--- src/sliding_window_median_deviation_defines.svh ---
// Assertion macros for the sliding window median deviation block
`ifndef SLIDING_WINDOW_MEDIAN_DEVIATION_DEFINES_SVH
`define SLIDING_WINDOW_MEDIAN_DEVIATION_DEFINES_SVH
`ifndef ASSERT_OFF
`define SWMD_ASSERT(label, clk, rst_n, prop) \
    label: assert property (@(posedge clk) disable iff (!rst_n) prop) \
        else $error("assertion failed");
`define SWMD_ASSERT_NR(label, clk, prop) \
    label: assert property (@(posedge clk) prop) else $error("assertion failed");
`else
`define SWMD_ASSERT(label, clk, rst_n, prop)
`define SWMD_ASSERT_NR(label, clk, prop)
`endif
`endif

--- src/swmd_pkg.sv ---
// Shared constants for the sliding window median deviation block
`timescale 1ns / 1ps
`default_nettype none
package swmd_pkg;
    localparam int WINDOW_MAX_DEF  = 64;
    localparam int SAMPLE_BITS_DEF = 32;
    localparam int COST_BITS       = 38;
    localparam int CFG_BITS        = 7;
    localparam int DATA_BITS       = 72;
endpackage
`default_nettype wire

--- src/swmd_front.sv ---
// Input stage: takes sample beats into a short queue
`timescale 1ns / 1ps
`default_nettype none
`include "sliding_window_median_deviation_defines.svh"
module swmd_front
    import swmd_pkg::*;
#(
    parameter int SAMPLE_BITS = SAMPLE_BITS_DEF
) (
    input  wire logic                   i_clk,
    input  wire logic                   i_rst_n,
    input  wire logic                   i_valid,
    output logic                        o_ready,
    input  wire logic [SAMPLE_BITS-1:0] i_sample,
    input  wire logic                   i_restart,
    output logic                        o_valid,
    input  wire logic                   i_ready,
    output logic [SAMPLE_BITS:0]        o_item
);
    // two entry queue: restart flag on top of sample
    logic [SAMPLE_BITS:0] r_q [2];
    logic                 r_wp, r_rp;
    logic [1:0]           r_cnt;
    logic                 w_push, w_pop;

    assign o_ready = (r_cnt != 2'd2);
    assign o_valid = (r_cnt != 2'd0);
    assign o_item  = r_q[r_rp];
    assign w_push  = i_valid && o_ready;
    assign w_pop   = o_valid && i_ready;

    always_ff @(posedge i_clk) begin
        if (w_push) begin
            r_q[r_wp] <= {i_restart, i_sample};
        end
        if (!i_rst_n) begin
            r_wp  <= 1'b0;
            r_rp  <= 1'b0;
            r_cnt <= 2'd0;
        end else begin
            if (w_push) r_wp <= ~r_wp;
            if (w_pop) r_rp <= ~r_rp;
            r_cnt <= r_cnt + {1'b0, w_push} - {1'b0, w_pop};
        end
    end

    `SWMD_ASSERT(a_no_overflow, i_clk, i_rst_n, (r_cnt == 2'd2) |-> !o_ready)
    `SWMD_ASSERT(a_cnt_range, i_clk, i_rst_n, r_cnt != 2'd3)
    `SWMD_ASSERT(a_pop_nonempty, i_clk, i_rst_n, w_pop |-> (r_cnt != 2'd0))
endmodule
`default_nettype wire

--- config.mk ---
export PLATFORM = sky130hd
export DESIGN_NAME = swmd_front
export DESIGN_NICKNAME = d
export VERILOG_FILES = /design/src/swmd_pkg.sv /design/src/swmd_front.sv
export VERILOG_INCLUDE_DIRS = /design/src /design/src/src
export SDC_FILE = /design/constraint.sdc
export NUM_CORES = 1
export LEC_CHECK = 0
export ABC_AREA = 1
export BUFFER_PORTS_ARGS = -buffer_cell sky130_fd_sc_hd__buf_4
export CORE_MARGIN = 8
export CORE_UTILIZATION = 50
export DETAILED_ROUTE_END_ITERATION = 7
export PLACE_DENSITY = 0.76
export SYNTH_ARGS = -nofsm -noshare
export SYNTH_HDL_FRONTEND = slang
export SYNTH_SLANG_ARGS = --single-unit
--- constraint.sdc ---
create_clock -name i_clk -period 2.8 [get_ports i_clk]
set_input_delay 0.56 -clock i_clk [delete_from_list [all_inputs] [get_ports i_clk]]
set_output_delay 0.56 -clock i_clk [all_outputs]
set_load 0.01 [all_outputs]
==> qor.json <==
{
  "ant_nets": {"value": 0},
  "power.ir.vdd_worst": {"value": 571.3, "unit": "µV"},
  "path_buf_inv": {"value": 2},
  "most_used_cell_along_the_critical_path": {"value": "sky130_fd_sc_hd__buf_4"},
  "netlist.area_leader.share": {"value": 0.7135},
  "place_hpwl": {"value": 3500, "unit": "µm"},
  "comb_power_share": {"value": 0.296},
  "worst-slew-pin-transition": {"value": 546.1, "unit": "ps"},
  "p_int": {"value": 2.163, "unit": "mW"},
  "layout_min_cycle_time": {"value": 2274, "unit": "ps"},
  "yosysWarnings": {"value": 0},
  "path_delay_family": {"value": "flip-flops"},
  "cp_slowest_cell": {"value": "sky130_fd_sc_hd__dfxtp_2"},
  "worst_setup_path_end_kind": {"value": "output pin"},
  "synth-async-reset-ratio": {"value": 0},
  "post_synth_inst_count": {"value": 139},
  "result_of_the_run": {"value": "finished clean"},
  "numPlacedInstances": {"value": 282},
  "synth_enable_flop_cells": {"value": 66},
  "crit_arrival": {"value": 1710, "unit": "ps"},
  "worst-endpoint-required": {"value": 2240, "unit": "ps"},
  "route.top_layer_used": {"value": "met4"},
  "cells_taking_the_most_area_after_synthesis": {"value": "sky130_fd_sc_hd__edfxtp_1 71%, sky130_fd_sc_hd__mux2_4 16%, sky130_fd_sc_hd__dfxtp_1 3.6%, sky130_fd_sc_hd__buf_12 2.2%, sky130_fd_sc_hd__nand2_1 1.2%"},
  "fmax": {"value": 0.4397, "unit": "GHz"},
  "path_max_fanout": {"value": 15},
  "die_w": {"value": 90.54, "unit": "µm"},
  "switchingPower": {"value": 0.8185, "unit": "mW"},
  "synth.most_common_cell": {"value": "sky130_fd_sc_hd__edfxtp_1"},
  "cts_tree": {"value": "yes"},
  "num_vias": {"value": 1393},
  "route.detailed.wl_per_inst": {"value": 16.07, "unit": "µm"},
  "globalRoute.totalOverflow": {"value": 0},
  "ctsLongestPathBuffers": {"value": 2},
  "pwr-share-clk": {"value": 0.226},
  "route.layer.met1.wl": {"value": 1857, "unit": "µm"},
  "hold_path_depth": {"value": 1},
  "power.static_leakage": {"value": 1.432, "unit": "nW"},
  "worstReg2RegStart": {"value": "r_cnt[0]"},
  "floorplan.die_area": {"value": 8197, "unit": "µm²"},
  "drt_first_pass_iters": {"value": 4},
  "fin_tns_setup": {"value": 0, "unit": "ps"},
  "dieHeight": {"value": 90.54, "unit": "µm"},
  "gp_congestion": {"value": 0.7264},
  "place_area": {"value": 3381, "unit": "µm²"},
  "cap_viol_max_count": {"value": 0},
  "pwrdens": {"value": 840.7, "unit": "nW/µm²"},
  "yosysUniqueCellTypes": {"value": 12},
  "ctsHoldBuffers": {"value": 0},
  "numPortBuffers": {"value": 71},
  "synth_seq_cells": {"value": 71},
  "dr_wl_met3": {"value": 278, "unit": "µm"},
  "power.sequential.fraction": {"value": 0.478},
  "cts-root-buf": {"value": "sky130_fd_sc_hd__clkbuf_8"},
  "cts-htree-levels": {"value": 3},
  "finalClockSkew": {"value": 8.546, "unit": "ps"},
  "synthesized_cell_area": {"value": 2778, "unit": "µm²"},
  "cp-endpoint": {"value": "o_item[17]"},
  "post-route-drc-count": {"value": 0},
  "path_type_of_the_worst_setup_path": {"value": "reg2out"},
  "hold_class": {"value": "in2reg"},
  "netSwitchingFraction": {"value": 0.2745},
  "synth.avg_cell_area": {"value": 19.98, "unit": "µm²"},
  "grt_pass1_vias": {"value": 1554},
  "initial_utilization": {"value": 0.5107},
  "drt_wl_total": {"value": 4790, "unit": "µm"},
  "worst_setup_path_start_kind": {"value": "flop"},
  "regToRegEndpoint": {"value": "r_q[0][12]"},
  "net_total_in_the_final_layout": {"value": 260},
  "unrepaired_setup_endpoints_after_global_routing": {"value": "false"},
  "hold_ws": {"value": 415.4, "unit": "ps"},
  "critical_path_cell_count": {"value": 3},
  "worst_setup_hold_path_clk_slew": {"value": 70, "unit": "ps"},
  "syn_nets": {"value": 178},
  "synth.yosys.seq_area_share": {"value": 0.7495},
  "boundaryPins": {"value": 72},
  "synth_top_cells_by_count": {"value": "66 x sky130_fd_sc_hd__edfxtp_1, 30 x sky130_fd_sc_hd__mux2_4, 9 x sky130_fd_sc_hd__nand2_1"},
  "number_of_antenna_violations_at_the_first_check_in_global_routing": {"value": 0},
  "met2_length": {"value": 2607, "unit": "µm"},
  "setup_viol": {"value": 0},
  "final_layout_size_suffix_gt1_frac": {"value": 0.5442},
  "fin_area": {"value": 3546, "unit": "µm²"},
  "cts_num_sinks": {"value": 71},
  "area_growth_syn_to_layout": {"value": 27.66, "unit": "%"},
  "setup_ws": {"value": 525.9, "unit": "ps"},
  "max-slew-margin-rel": {"value": 0.6351},
  "min_period_over_period": {"value": 0.8122},
  "grt_pass1_wl": {"value": 7576, "unit": "µm"},
  "post-synth-top-area-cell": {"value": "sky130_fd_sc_hd__edfxtp_1"},
  "number_of_core_rows": {"value": 27},
  "detail_route.iter0.violations": {"value": 77},
  "cp_cell_sequence": {"value": "buf_4 > mux2_4 > buf_4"},
  "detail_route.vias_per_cell": {"value": 4.674},
  "hold_fails_final_rpt": {"value": 0},
  "r2r_slack": {"value": 1180, "unit": "ps"},
  "grt_start_max_net_pins": {"value": 34},
  "postSynth.topFlopCell": {"value": "sky130_fd_sc_hd__edfxtp_1"},
  "cts_resized": {"value": 0},
  "diodes": {"value": 0},
  "r2r_cells": {"value": 5},
  "numCtsBuffers": {"value": 9},
  "final_max_slew_viol_count": {"value": 0},
  "clock_latency": {"value": 320, "unit": "ps"},
  "cts_setup_buffers": {"value": 0},
  "core": {"value": 5439, "unit": "µm²"},
  "final_cells": {"value": 298},
  "critical-path-max-stage-delay": {"value": 610, "unit": "ps"},
  "grt_usage": {"value": 0.1193},
  "pre_cts_slack": {"value": 844.8, "unit": "ps"}
}
## through the flow
step,utilization,total power [mW]
after CTS,0.6519,3.025
after global placement,0.6216,2.336
after global routing,0.6519,3.129
after floorplan,-,2.010
final,0.6519,2.981
after detailed placement,0.6216,2.356
## state kept, by name, indices dropped and copies added, names as in the netlist, named ones only
name,count
r_rp,1
r_wp,1
r_q,66
r_cnt,2
## how the worst min path moves through the flow
| stage | from | end |
|---|---|---|
| after CTS | i_sample[1] | r_q[1][1] |
| after detailed placement | r_rp | flop |
| final | i_sample[20] | r_q[0][20] |
| after floorplan | r_rp | flop |
| after global placement | r_rp | r_rp |
| after global routing | i_sample[20] | r_q[0][20] |
## routing by layer
metal  track usage  vias to the layer above
li1              -                      686
met1        0.1205                      667
met2        0.2150                       34
met3       0.03907                        6
met4       0.05825                        0
met5             0                        -
## layout by cell type (no fill, tap or decap)
cell type                     n
sky130_fd_sc_hd__a21oi_1      2
sky130_fd_sc_hd__buf_12       1
sky130_fd_sc_hd__buf_4       74
sky130_fd_sc_hd__clkbuf_1     1
sky130_fd_sc_hd__clkbuf_8     9
sky130_fd_sc_hd__clkinv_1     2
sky130_fd_sc_hd__clkinv_2     1
sky130_fd_sc_hd__clkinv_4     2
sky130_fd_sc_hd__clkinvlp_4   1
sky130_fd_sc_hd__dfxtp_1      4
sky130_fd_sc_hd__dfxtp_2      1
sky130_fd_sc_hd__edfxtp_1    66
sky130_fd_sc_hd__ha_1         2
sky130_fd_sc_hd__inv_1        7
sky130_fd_sc_hd__mux2_2       3
sky130_fd_sc_hd__mux2_4      30
sky130_fd_sc_hd__nand2_1      9
sky130_fd_sc_hd__nand3_1      3
sky130_fd_sc_hd__nor2_1       7
sky130_fd_sc_hd__nor2_4       1
## final cells by class
class / instances / area, µm²
Sequential cell: 71 / 2083
Inverter: 7 / 26.28
Clock inverter: 6 / 37.54
Clock buffer: 10 / 127.6
Multi-Input combinational cell: 57 / 605.6
Timing Repair Buffer: 75 / 575.6
Tap cell: 72 / 90.09
Fill cell: 398 / 1893
## power by group through the flow
stage	sequential [mW]	clock (mW)	combinational [mW]
6_report	1.43	0.672	0.883
5_1_grt	1.44	0.731	0.956
4_1_cts	1.43	0.690	0.906
3_5_place_dp	1.45	0	0.904
3_3_place_gp	1.44	0	0.892
2_1_floorplan	1.41	0	0.602
## cells by family after synthesis
logic type	after synthesis	synth area share
compound gates	2	0.003604
fa+ha+maj	2	0.009008
buf+inv	11	0.03514
flops	71	0.7496
mux	33	0.1743
simple gates	20	0.02838
Power figures use the tool's default switching activity.
